===== config.mk =====
export PLATFORM = sky130hd
export DESIGN_NAME = tcp_checksum_ipv4_pseudo_header_top
export DESIGN_NICKNAME = d
export VERILOG_FILES = /design/src/hw/rtl/tcpcs_pkg.sv /design/src/hw/rtl/tcp_checksum_ipv4_pseudo_header_top.sv
export SDC_FILE = /design/constraint.sdc
export NUM_CORES = 1
export LEC_CHECK = 0
export BUFFER_PORTS_ARGS = -buffer_cell sky130_fd_sc_hd__buf_2
export CAP_MARGIN = 20
export CORE_MARGIN = 3
export CORE_UTILIZATION = 40
export DETAILED_ROUTE_END_ITERATION = 12
export PLACE_DENSITY = 0.6
export REMOVE_ABC_BUFFERS = 1
export SLEW_MARGIN = 20
export SYNTH_ARGS = -nofsm -noshare
export SYNTH_HDL_FRONTEND = slang
export SYNTH_SLANG_ARGS = --single-unit

===== constraint.sdc =====
create_clock -name clk -period 27.5 [get_ports clk]
set_input_delay 4.125 -clock clk [delete_from_list [all_inputs] [get_ports clk]]
set_output_delay 4.125 -clock clk [all_outputs]
set_load 0.01 [all_outputs]

===== src/hw/rtl/tcpcs_pkg.sv =====
package tcpcs_pkg;

    localparam int CSUM_W = 16;

    // kind of byte carried on the input tuser bit
    localparam logic OP_HEADER  = 1'b0;
    localparam logic OP_SEGMENT = 1'b1;

    // header bytes 12..19 carry the source and destination addresses
    localparam logic [4:0] HDR_ADDR_START = 5'd12;
    localparam logic [4:0] HDR_MIN_LEN    = 5'd20;

    localparam logic [15:0] SEG_MIN_LEN       = 16'd20;
    localparam logic [15:0] MAX_SEGMENT_BYTES = 16'hFFFF;
    // low byte of the checksum field, which sits at segment offset 16
    localparam logic [15:0] CSUM_LOW_POS      = 16'd17;

    localparam logic [15:0] PROTO_TCP = 16'd6;

    // ones'-complement add with end-around carry
    function automatic logic [15:0] oc_add(input logic [15:0] a, input logic [15:0] b);
        logic [16:0] s;
        s = {1'b0, a} + {1'b0, b};
        return s[15:0] + {15'd0, s[16]};
    endfunction

endpackage


===== src/hw/rtl/tcp_checksum_ipv4_pseudo_header_top.sv =====
// TCP checksum over the IPv4 pseudo-header, computed from a packet byte stream.
// Input beats (s_axis): one packet byte per beat, tuser = 0 for an IPv4 header
// byte and 1 for a TCP segment byte, tlast on the final byte of the packet.
// Output beats (m_axis): one per packet, sent for the tlast beat; tdata holds
// the inverted folded checksum, tuser holds the too_short and overlong flags
// (checksum is 0 when either flag is set).
// Throughput: one input beat every cycle unless a tlast byte waits on a held
// result; each header or segment byte adds at most one 16-bit ones'-complement
// word into the running sum, done in the cycle after the byte is registered,
// with pseudo-header terms folded into the result register on the last byte.
// Reset clears the running sum, the byte counts and both beat valid flags, so
// the next packet starts clean; state also clears after every result.
// When the receiver stalls, the pending result holds on m_axis; the input side
// keeps taking non-last bytes and stops only once a second tlast beat is
// waiting in the input register behind the held result.
module tcp_checksum_ipv4_pseudo_header_top (
    input  logic        clk,
    input  logic        rst_n,
    input  logic        s_axis_tvalid,
    output logic        s_axis_tready,
    input  logic [7:0]  s_axis_tdata,   // [7:0] data_byte
    input  logic        s_axis_tuser,   // [0] operation
    input  logic        s_axis_tlast,
    output logic        m_axis_tvalid,
    input  logic        m_axis_tready,
    output logic [15:0] m_axis_tdata,   // [15:0] checksum
    output logic [1:0]  m_axis_tuser    // [0] too_short, [1] overlong
);

    // input beat register
    logic       in_valid_reg;
    logic       in_op_reg;
    logic [7:0] in_byte_reg;
    logic       in_last_reg;

    // packet state
    logic [15:0] sum_reg,  sum_next;
    logic [4:0]  hcnt_reg, hcnt_next;
    logic [15:0] scnt_reg, scnt_next;
    logic [7:0]  held_reg, held_next;
    logic        ovf_reg,  ovf_next;

    // result register
    logic        out_valid_reg;
    logic [15:0] out_csum_reg,  out_csum_next;
    logic        out_short_reg, out_short_next;
    logic        out_long_reg;

    logic        advance;
    logic        process;
    logic        add_en;
    logic [15:0] word;
    logic [15:0] pad;
    logic [17:0] total;
    logic [16:0] fold1;
    logic [15:0] fold2;

    // a last byte can only move on once the result register is free
    assign advance       = !in_last_reg || !out_valid_reg || m_axis_tready;
    assign process       = in_valid_reg && advance;
    assign s_axis_tready = !in_valid_reg || advance;

    always_comb
    begin
        add_en    = 1'b0;
        word      = '0;
        hcnt_next = hcnt_reg;
        scnt_next = scnt_reg;
        held_next = held_reg;
        ovf_next  = ovf_reg;
        if (in_op_reg == tcpcs_pkg::OP_HEADER)
        begin
            if (hcnt_reg < tcpcs_pkg::HDR_MIN_LEN)
            begin
                if (hcnt_reg >= tcpcs_pkg::HDR_ADDR_START)
                begin
                    add_en = 1'b1;
                    word   = hcnt_reg[0] ? {8'h00, in_byte_reg} : {in_byte_reg, 8'h00};
                end
                hcnt_next = hcnt_reg + 5'd1;
            end
        end
        else
        begin
            if (scnt_reg >= tcpcs_pkg::MAX_SEGMENT_BYTES)
            begin
                ovf_next = 1'b1;
            end
            else
            begin
                if (!scnt_reg[0])
                begin
                    held_next = in_byte_reg;
                end
                else if (scnt_reg != tcpcs_pkg::CSUM_LOW_POS)
                begin
                    add_en = 1'b1;
                    word   = {held_reg, in_byte_reg};
                end
                scnt_next = scnt_reg + 16'd1;
            end
        end
        sum_next = add_en ? tcpcs_pkg::oc_add(sum_reg, word) : sum_reg;

        // closing terms: odd byte padding, protocol and segment length
        pad   = scnt_next[0] ? {held_next, 8'h00} : 16'h0000;
        total = {2'b00, sum_next} + {2'b00, pad} + {2'b00, tcpcs_pkg::PROTO_TCP}
              + {2'b00, scnt_next};
        fold1 = {1'b0, total[15:0]} + {15'd0, total[17:16]};
        fold2 = fold1[15:0] + {15'd0, fold1[16]};

        out_short_next = (hcnt_next < tcpcs_pkg::HDR_MIN_LEN)
                      || (scnt_next < tcpcs_pkg::SEG_MIN_LEN);
        out_csum_next  = (out_short_next || ovf_next) ? 16'h0000 : ~fold2;
    end

    always_ff @(posedge clk or negedge rst_n)
    begin
        if (!rst_n)
        begin
            in_valid_reg <= 1'b0;
        end
        else if (s_axis_tready)
        begin
            in_valid_reg <= s_axis_tvalid;
        end
    end

    always_ff @(posedge clk)
    begin
        if (s_axis_tready && s_axis_tvalid)
        begin
            in_op_reg   <= s_axis_tuser;
            in_byte_reg <= s_axis_tdata;
            in_last_reg <= s_axis_tlast;
        end
    end

    always_ff @(posedge clk or negedge rst_n)
    begin
        if (!rst_n)
        begin
            sum_reg  <= '0;
            hcnt_reg <= '0;
            scnt_reg <= '0;
            held_reg <= '0;
            ovf_reg  <= 1'b0;
        end
        else if (process)
        begin
            if (in_last_reg)
            begin
                sum_reg  <= '0;
                hcnt_reg <= '0;
                scnt_reg <= '0;
                held_reg <= '0;
                ovf_reg  <= 1'b0;
            end
            else
            begin
                sum_reg  <= sum_next;
                hcnt_reg <= hcnt_next;
                scnt_reg <= scnt_next;
                held_reg <= held_next;
                ovf_reg  <= ovf_next;
            end
        end
    end

    always_ff @(posedge clk or negedge rst_n)
    begin
        if (!rst_n)
        begin
            out_valid_reg <= 1'b0;
        end
        else if (process && in_last_reg)
        begin
            out_valid_reg <= 1'b1;
        end
        else if (m_axis_tready)
        begin
            out_valid_reg <= 1'b0;
        end
    end

    always_ff @(posedge clk)
    begin
        if (process && in_last_reg)
        begin
            out_csum_reg  <= out_csum_next;
            out_short_reg <= out_short_next;
            out_long_reg  <= ovf_next;
        end
    end

    assign m_axis_tvalid = out_valid_reg;
    assign m_axis_tdata  = out_csum_reg;
    assign m_axis_tuser  = {out_long_reg, out_short_reg};

endmodule


==> results of run 1 <==
stage by stage:
stage / setup WS [ns] / hold WS (ns) / total power, uW / cells / util (%)
3_3_place_gp: 15.44 / 0.488 / 194 / 964 / 43.1
6_report: 14.77 / 0.504 / 323 / 980 / 45.1
2_1_floorplan: 16.63 / 0.464 / 176 / 714 / -
5_1_grt: 13.52 / 0.533 / 340 / 980 / 45.1
3_5_place_dp: 14.99 / 0.501 / 195 / 964 / 43.1
4_1_cts: 14.93 / 0.514 / 326 / 980 / 45.1
worst paths after layout:
path / startpoint / end / slack, ns / cells after the start
max in group asynchronous: rst_n / sum_reg[7] / 23.15 / 2
max: scnt_reg[0] / m_axis_tdata[15] / 14.77 / 49
min in group asynchronous: rst_n / ovf_reg / 3.89 / 2
min: ovf_reg / ovf_reg / 0.50 / 2
min reg2reg: ovf_reg / ovf_reg / 0.50 / 2
max reg2reg: scnt_reg[0] / m_axis_tdata[15] / 14.77 / 49
power groups by stage:
stage	clock network (uW)	registers [uW]	logic (uW)
final	129	130	64.4
after global routing	138	130	71.5
after CTS	133	129	64.2
after detailed placement	0	132	63.6
after global placement	0	132	62.8
after floorplan	0	130	46.4
cells by family after synthesis:
kind of cell / count (synthesis) / synth area share, %
compound gates: 204 / 21.6
buf+inv: 64 / 3.91
flops: 76 / 30.8
mux: 6 / 0.963
fa+ha+maj: 60 / 12.6
simple gates: 272 / 20.8
xor+xnor: 68 / 9.42
area by class of cell:
cell class | instances | area, um^2
repair buffers | 34 | 173
inverters | 28 | 105
multi-input cells | 610 | 4330
clock buffers | 9 | 225
well taps | 216 | 270
flip-flops and latches | 76 | 2040
clock inverters | 7 | 98.8
fillers | 1534 | 8810
synth_stat cells (all sizes together), types with 7 or more instances:
cell    instances  share of area [%]
clkbuf         26                1.5
nand2          64                3.6
nand4          14                1.3
buf            10               0.85
a21oi          37                2.8
dfrtp          48                 18
and3           12                1.2
xnor2          41                5.6
edfxtp         28                 13
and2            9               0.85
fa             11                3.3
a22o           33                4.4
nor2b          15                1.4
o21a            7               0.79
ha             49                9.2
o21ai          56                4.3
nand3          37                2.8
nor3           20                1.6
nor2           63                3.6
a21o           13                1.5
xor2           26                3.4
a31oi          14                1.3
inv            28                1.6
layer usage:
layer,global-route usage (%),vias up,share of wire [%]
li1,-,2758,-
met4,6.79,0,2.4
met3,2.79,32,4.4
met1,27.2,2677,46
met5,0,-,0
met2,31.9,182,47
worst max-delay path: cells and delay by family (launching register included):
kind	cells	cell delay, ns
buf+inv	2	0.20
flops	1	0.80
simple gates	18	3.62
compound gates	18	4.68
xor+xnor	2	0.27
fa+ha+maj	9	2.89
==> flow_metrics.py, run 1 <==
metrics = {
    "worst_setup_path": {
        "worst_ep_arrival_time_ns": 12.82,
        "crit_slowest_cell": "dfrtp_1",
        "crit_required_ns": 27.60,
        "cpMostUsedCell": "ha_1",
        "path_max_fanout": 27,
        "start_kind": "flip-flop",
        "worstSetupEndpointType": "flip-flop",
        "cp_slowest_stage_delay_ns": 0.80,
        "criticalPathCategory": "flip-flop to flip-flop",
    },
    "grt": {
        "gr-usage-all-layers_pct": 19.8,
        "first_global_vias": 5429,
        "grt_max_degree": 49,
        "antenna_found_initial": 0,
        "overflow": 0,
        "grt_pass1_wl_um": 28700,
    },
    "yosys": {
        "synth.distinct_cells": 75,
        "synth_edf_count": 28,
        "yosysSeqAreaShare_pct": 30.8,
        "synth_warnings": 0,
        "syn_area_per_cell_um2": 8.84,
        "ys_ff_latch": 76,
        "synthesis.area_um2": 6630,
        "synth_ff_type": "dfrtp_1",
        "syn_inst": 750,
        "async_flop_share_pct": 63.2,
    },
    "clocking": {
        "path_clk_slew_ns": 0.06,
        "cts_resized": 0,
        "cts_tree": "built",
        "post_cts_buffers": 0,
        "cts_root_buf": "clkbuf_16",
        "clk_latency_ns": 0.35,
        "clkSinkCount": 76,
        "postCtsHoldBufs": 0,
        "cts_buffer_depth": 2,
        "cts_made_buffers": 9,
        "htree_num_levels": 3,
    },
    "route": {
        "vias": 5649,
        "drtIter0Drc": 530,
        "viasPerCell": 5.76,
        "drt-total-wl_um": 17200,
        "avgRoutedWirePerCell_um": 17.6,
        "drc": 0,
        "drt-pass1-iter-count": 5,
        "ant_nets": 0,
    },
    "placed_design": {
        "gp_congestion": 0.962,
        "dpl_cell_area_um2": 6920,
        "hpwl_um": 13200,
        "portBuffers": 33,
    },
    "cells_and_area": {
        "layout_common_cells": "64 x nand2_1, 62 x nor2_1, 54 x o21ai_0, 49 x ha_1, 48 x dfrtp_1",
        "final_nets": 833,
        "stdcell_area_um2": 7240,
        "area_growth_pct": 9.29,
        "post_route_cells_drive_above_1_share_pct": 9.55,
        "final_common_cell": "nand2_1",
        "antenna_cells": 0,
    },
    "timing": {
        "setup_viol": 0,
        "hold_viol": 0,
        "max_slew_margin_pct": 23.1,
        "slew_violations": 0,
        "layout_min_cycle_time_ns": 12.73,
        "rsz0062_at_grt": "false",
        "fin_setup_tns_ns": 0,
        "fmax_mhz": 78.6,
        "period_share_pct": 46.3,
        "finClkSkew_ns": 0.00915,
        "max_slew.worst_pin.slew_ns": 1.15,
    },
    "pwr": {
        "clkPwrFrac_pct": 39.9,
        "seqPwrFrac_pct": 40.1,
        "switchingPower_uw": 96.6,
        "p_int_uw": 227,
        "p_per_area_nw_per_um2": 44.6,
        "comb_power_share_pct": 19.9,
        "vdd_drop_max_v": 0.0000408,
        "sw_frac_of_total_pct": 29.9,
        "p_leak_uw": 0.00318,
    },
    "floorplanning": {
        "pin_count": 34,
        "num_rows": 46,
        "core_um2": 16100,
        "dieArea_um2": 18200,
        "initial_utilization_pct": 41.3,
        "die_w_um": 135,
        "die_h_um": 135,
    },
    "run_status": {
        "status": "finished, final reports clean",
    },
    "run": {
        "cap_violations": 0,
    },
    "hold_path": {
        "min_path_type": "flip-flop to flip-flop",
    },
}
(Power assumes the default switching activity.)
==> run 2, diff against run 1 <==
Clock period 27.5 ns to 12.6 ns, I/O delays scaled along.
==> flow_metrics.py, run 2 (same netlist as run 1, synthesis figures left out) <==
metrics = {
    "pwr": {
        "vdd_drop_max_v": 0.0000699,
        "total_power_uw": 714,
        "p_per_area_nw_per_um2": 97.7,
        "p_leak_uw": 0.00320,
    },
    "cells_and_area": {
        "layout_common_cells": "64 x nand2_1, 62 x nor2_1, 54 x o21ai_0, 48 x ha_1, 48 x dfrtp_1",
        "final_nets": 838,
        "post_route_cells_drive_above_1_share_pct": 10.9,
        "antenna_cells": 0,
        "stdcell_area_um2": 7320,
        "area_growth_pct": 10.4,
        "fin_cells": 985,
        "final_common_cell": "nand2_1",
    },
    "placed_design": {
        "hpwl_um": 13500,
        "numPlacedInstances": 965,
        "dpl_cell_area_um2": 6930,
        "gp_congestion": 0.943,
        "portBuffers": 33,
    },
    "route": {
        "avgRoutedWirePerCell_um": 17.9,
        "viasPerCell": 5.83,
        "drtIter0Drc": 455,
        "vias": 5743,
        "drt-pass1-iter-count": 5,
        "drt-total-wl_um": 17700,
        "ant_nets": 0,
        "drc": 0,
    },
    "clocking": {
        "cts_made_buffers": 9,
        "cts_buffer_depth": 2,
        "path_clk_slew_ns": 0.06,
        "clkSinkCount": 76,
        "cts_tree": "built",
        "clk_latency_ns": 0.35,
        "cts_root_buf": "clkbuf_16",
        "htree_num_levels": 3,
    },
    "floorplanning": {
        "die_w_um": 135,
        "core_um2": 16100,
        "pin_count": 34,
        "num_rows": 46,
        "initial_utilization_pct": 41.3,
        "die_h_um": 135,
        "dieArea_um2": 18200,
    },
    "run_status": {
        "status": "finished, final reports clean",
    },
    "worst_setup_path": {
        "worstSetupEndpointType": "flip-flop",
        "crit_slowest_cell": "fa_1",
        "cp_slowest_stage_delay_ns": 0.58,
        "criticalPathCategory": "flip-flop to flip-flop",
        "worst_ep_arrival_time_ns": 11.61,
        "start_kind": "flip-flop",
        "cpMostUsedCell": "ha_1",
        "ff2ff_path_depth": 51,
        "crit_required_ns": 12.71,
        "path_max_fanout": 11,
    },
    "grt": {
        "antenna_found_initial": 0,
        "overflow": 0,
        "grt_max_degree": 49,
        "grt_pass1_wl_um": 29000,
        "gr-usage-all-layers_pct": 20.2,
        "first_global_vias": 5544,
    },
    "timing": {
        "layout_min_cycle_time_ns": 11.50,
        "hold_viol": 0,
        "finClkSkew_ns": 0.00612,
        "setup_viol": 0,
        "fmax_mhz": 87.0,
        "slew_violations": 0,
        "rsz0062_at_grt": "false",
        "max_slew.worst_pin.slew_ns": 1.05,
        "max_slew_margin_pct": 30.0,
        "fin_setup_tns_ns": 0,
        "timing.hold.ws_ns": 0.518,
        "period_share_pct": 91.2,
    },
    "run": {
        "cap_violations": 0,
    },
    "hold_path": {
        "min_path_type": "flip-flop to flip-flop",
        "hold_depth": 2,
    },
}
## run 2: timing repair
action | 4_1_cts | 5_1_grt
setup endpoints to repair | 0 | 10
hold buffers | 0 | 0
gates resized for setup | 0 | 7
buffers inserted | 0 | 4
## run 2: layer usage
layer | global-route usage [%] | part of all wire (%) | vias to the layer above
li1 | - | - | 2777
met1 | 26.7 | 44 | 2720
met2 | 32.8 | 47 | 202
met3 | 4.06 | 5.3 | 44
met4 | 7.58 | 3.4 | 0
met5 | 0 | 0 | -
## run 2: final cells by class
class	count	area (um^2)
inverters	28	105
well taps	216	270
fillers	1529	8740
flip-flops and latches	76	2040
repair buffers	39	210
multi-input cells	610	4370
clock inverters	7	97.6
clock buffers	9	225
## run 2: path summary, 6_finish.rpt
check	from	end	slack, ns
setup / recovery	scnt_reg[7]	m_axis_tdata[15]	1.10
hold / removal	ovf_reg	ovf_reg	0.52
setup reg to reg	scnt_reg[7]	m_axis_tdata[15]	1.10
hold reg to reg	ovf_reg	ovf_reg	0.52
max in group asynchronous	rst_n	sum_reg[11]	10.48
min in group asynchronous	rst_n	ovf_reg	1.65
## run 2: through the flow
| step | util (%) | setup slack (ns) |
|---|---|---|
| floorplan | - | 1.73 |
| global placement | 43.1 | 0.903 |
| CTS | 45.2 | 0.249 |
| finish | 45.6 | 1.10 |
| global route | 45.6 | 0.0339 |
| detailed placement | 43.1 | 0.291 |
## run 2: where the power goes
part / leakage, uW / switching [uW] / internal [uW]
clock: 0.000152 / 112 / 174
combinational: 0.00212 / 92.6 / 54.5
sequential: 0.000928 / 12.9 / 268
total: 0.00320 / 218 / 497
## run 2: critical path, delay by kind of cell (launching register included)
kind	cells	cell delay, ns
AND/OR/NAND/NOR	19	3.73
AO/OA/AOI/OAI	18	3.89
buffers and inverters	3	0.24
flip-flops	1	0.47
XOR/XNOR	2	0.25
adder cells (fa/ha/maj)	9	2.65
==> run 3, diff against run 2 <==
Settings changed: CORE_UTILIZATION 40 to 63, PLACE_DENSITY 0.6 to 0.89.
==> flow_metrics.py, run 3 (same netlist as run 1, synthesis figures left out) <==
metrics = {
    "worst_setup_path": {
        "criticalPathCategory": "flip-flop to flip-flop",
        "path_max_fanout": 12,
        "crit_required_ns": 12.72,
        "cp_slowest_stage_delay_ns": 0.57,
        "start_kind": "flip-flop",
        "cpMostUsedCell": "ha_1",
        "crit_slowest_cell": "fa_1",
        "worst_ep_arrival_time_ns": 11.90,
        "worstSetupEndpointType": "flip-flop",
    },
    "floorplanning": {
        "die_h_um": 109,
        "die_w_um": 109,
        "core_um2": 10000,
        "num_rows": 36,
        "pin_count": 34,
        "dieArea_um2": 11800,
        "initial_utilization_pct": 66.3,
    },
    "grt": {
        "overflow": 0,
        "antenna_found_initial": 0,
        "grt_pass1_wl_um": 28500,
        "grt_max_degree": 49,
        "gr-usage-all-layers_pct": 30.6,
        "first_global_vias": 5846,
    },
    "timing": {
        "fmax_mhz": 84.9,
        "setup_viol": 0,
        "period_share_pct": 93.5,
        "fin_setup_tns_ns": 0,
        "finClkSkew_ns": 0.0143,
        "max_slew_margin_pct": 26.6,
        "max_slew.worst_pin.slew_ns": 1.10,
        "slew_violations": 0,
        "layout_min_cycle_time_ns": 11.78,
        "timing.hold.ws_ns": 0.504,
        "hold_viol": 0,
    },
    "cells_and_area": {
        "antenna_cells": 0,
        "post_route_cells_drive_above_1_share_pct": 10.3,
        "layout_common_cells": "64 x nand2_1, 61 x nor2_1, 54 x o21ai_0, 48 x ha_1, 48 x dfrtp_1",
        "final_common_cell": "nand2_1",
        "stdcell_area_um2": 7040,
        "nFillCells": 761,
        "area_growth_pct": 6.27,
        "final_nets": 833,
    },
    "placed_design": {
        "hpwl_um": 12900,
        "portBuffers": 33,
        "dpl_cell_area_um2": 6820,
        "gp_congestion": 0.998,
    },
    "route": {
        "viasPerCell": 6.73,
        "ant_nets": 0,
        "drtIter0Drc": 610,
        "avgRoutedWirePerCell_um": 19.4,
        "drt-total-wl_um": 17400,
        "drt-pass1-iter-count": 10,
        "vias": 6039,
        "drc": 0,
    },
    "clocking": {
        "postCtsHoldBufs": 0,
        "htree_num_levels": 3,
        "cts_made_buffers": 9,
        "clk_latency_ns": 0.36,
        "cts_root_buf": "clkbuf_8",
        "cts_buffer_depth": 2,
        "post_cts_buffers": 0,
        "clkSinkCount": 76,
        "path_clk_slew_ns": 0.09,
        "cts_tree": "built",
    },
    "pwr": {
        "p_leak_uw": 0.00312,
        "vdd_drop_max_v": 0.0000796,
        "total_power_uw": 618,
        "p_per_area_nw_per_um2": 87.8,
    },
    "hold_path": {
        "min_path_type": "flip-flop to flip-flop",
    },
    "run_status": {
        "status": "finished, final reports clean",
    },
    "run": {
        "cap_violations": 0,
    },
}
-- run 3: changes by cell type in the layout (fill, tap and decap cells not counted), sizes merged --
cell / change
inv: -2
buf: -5
clkinvlp: -1
bufinv: -1
clkinv: +3
clkbuf: +1
-- run 3: cell type report --
class | instances | area [um^2] | share of cell area (%)
clock buffer | 10 | 128 | 1.81
multi-input combinational | 610 | 4360 | 61.9
sequential | 76 | 2040 | 29.0
clock inverter | 6 | 65.1 | 0.924
tap | 133 | 166 | 2.36
timing repair buffer | 34 | 175 | 2.49
inverter | 28 | 105 | 1.49
-- run 3: metal layers --
layer / wire length [um] / GRT usage (%) / vias up / part of all wire [%]
li1: - / - / 2768 / -
met1: 6890 / 39.2 / 2848 / 40
met2: 8310 / 50.7 / 347 / 48
met3: 1440 / 5.49 / 76 / 8.3
met4: 740 / 13.7 / 0 / 4.3
met5: 0 / 0 / - / 0
-- run 3: path summary, 6_finish.rpt --
| check | from | end | slack, ns | depth (start not counted) |
|---|---|---|---|---|
| worst min-delay path | ovf_reg | ovf_reg | 0.50 | 2 |
| worst max register to register | scnt_reg[7] | m_axis_tdata[15] | 0.82 | 51 |
| min in group asynchronous | rst_n | scnt_reg[8] | 1.56 | 1 |
| worst max-delay path | scnt_reg[7] | m_axis_tdata[15] | 0.82 | 51 |
| max in group asynchronous | rst_n | sum_reg[11] | 10.59 | 1 |
| worst min register to register | ovf_reg | ovf_reg | 0.50 | 2 |
-- run 3: critical path, delay by kind of cell, from the launching register on --
family	cells	cell delay [ns]
buffers and inverters	3	0.23
adders and majority gates	9	2.70
AOI/OAI and AO/OA	18	4.03
and+or+nand+nor	19	3.84
DFF	1	0.49
xor gates and xnor gates	2	0.26
-- run 3: timing repair --
action	CTS	global route
gates resized for setup	0	8
endpoints found under the hold margin	0	0
setup endpoints to repair	0	10
-- run 3: where the power goes --
group	internal [uW]	total [uW]	switching (uW)	leakage (uW)
sequential	268	280	12.5	0.000928
clock	91.7	190	98.8	0.0000962
combinational	53.7	148	94.2	0.00209
-- run 3: through the flow --
step	instances	utilization, %	setup slack (ns)
finish	897	70.4	0.822
global route	897	70.4	-0.0427
CTS	897	70.1	0.252
detailed placement	881	68.2	0.361
global placement	881	68.2	0.981
floorplan	714	-	1.73
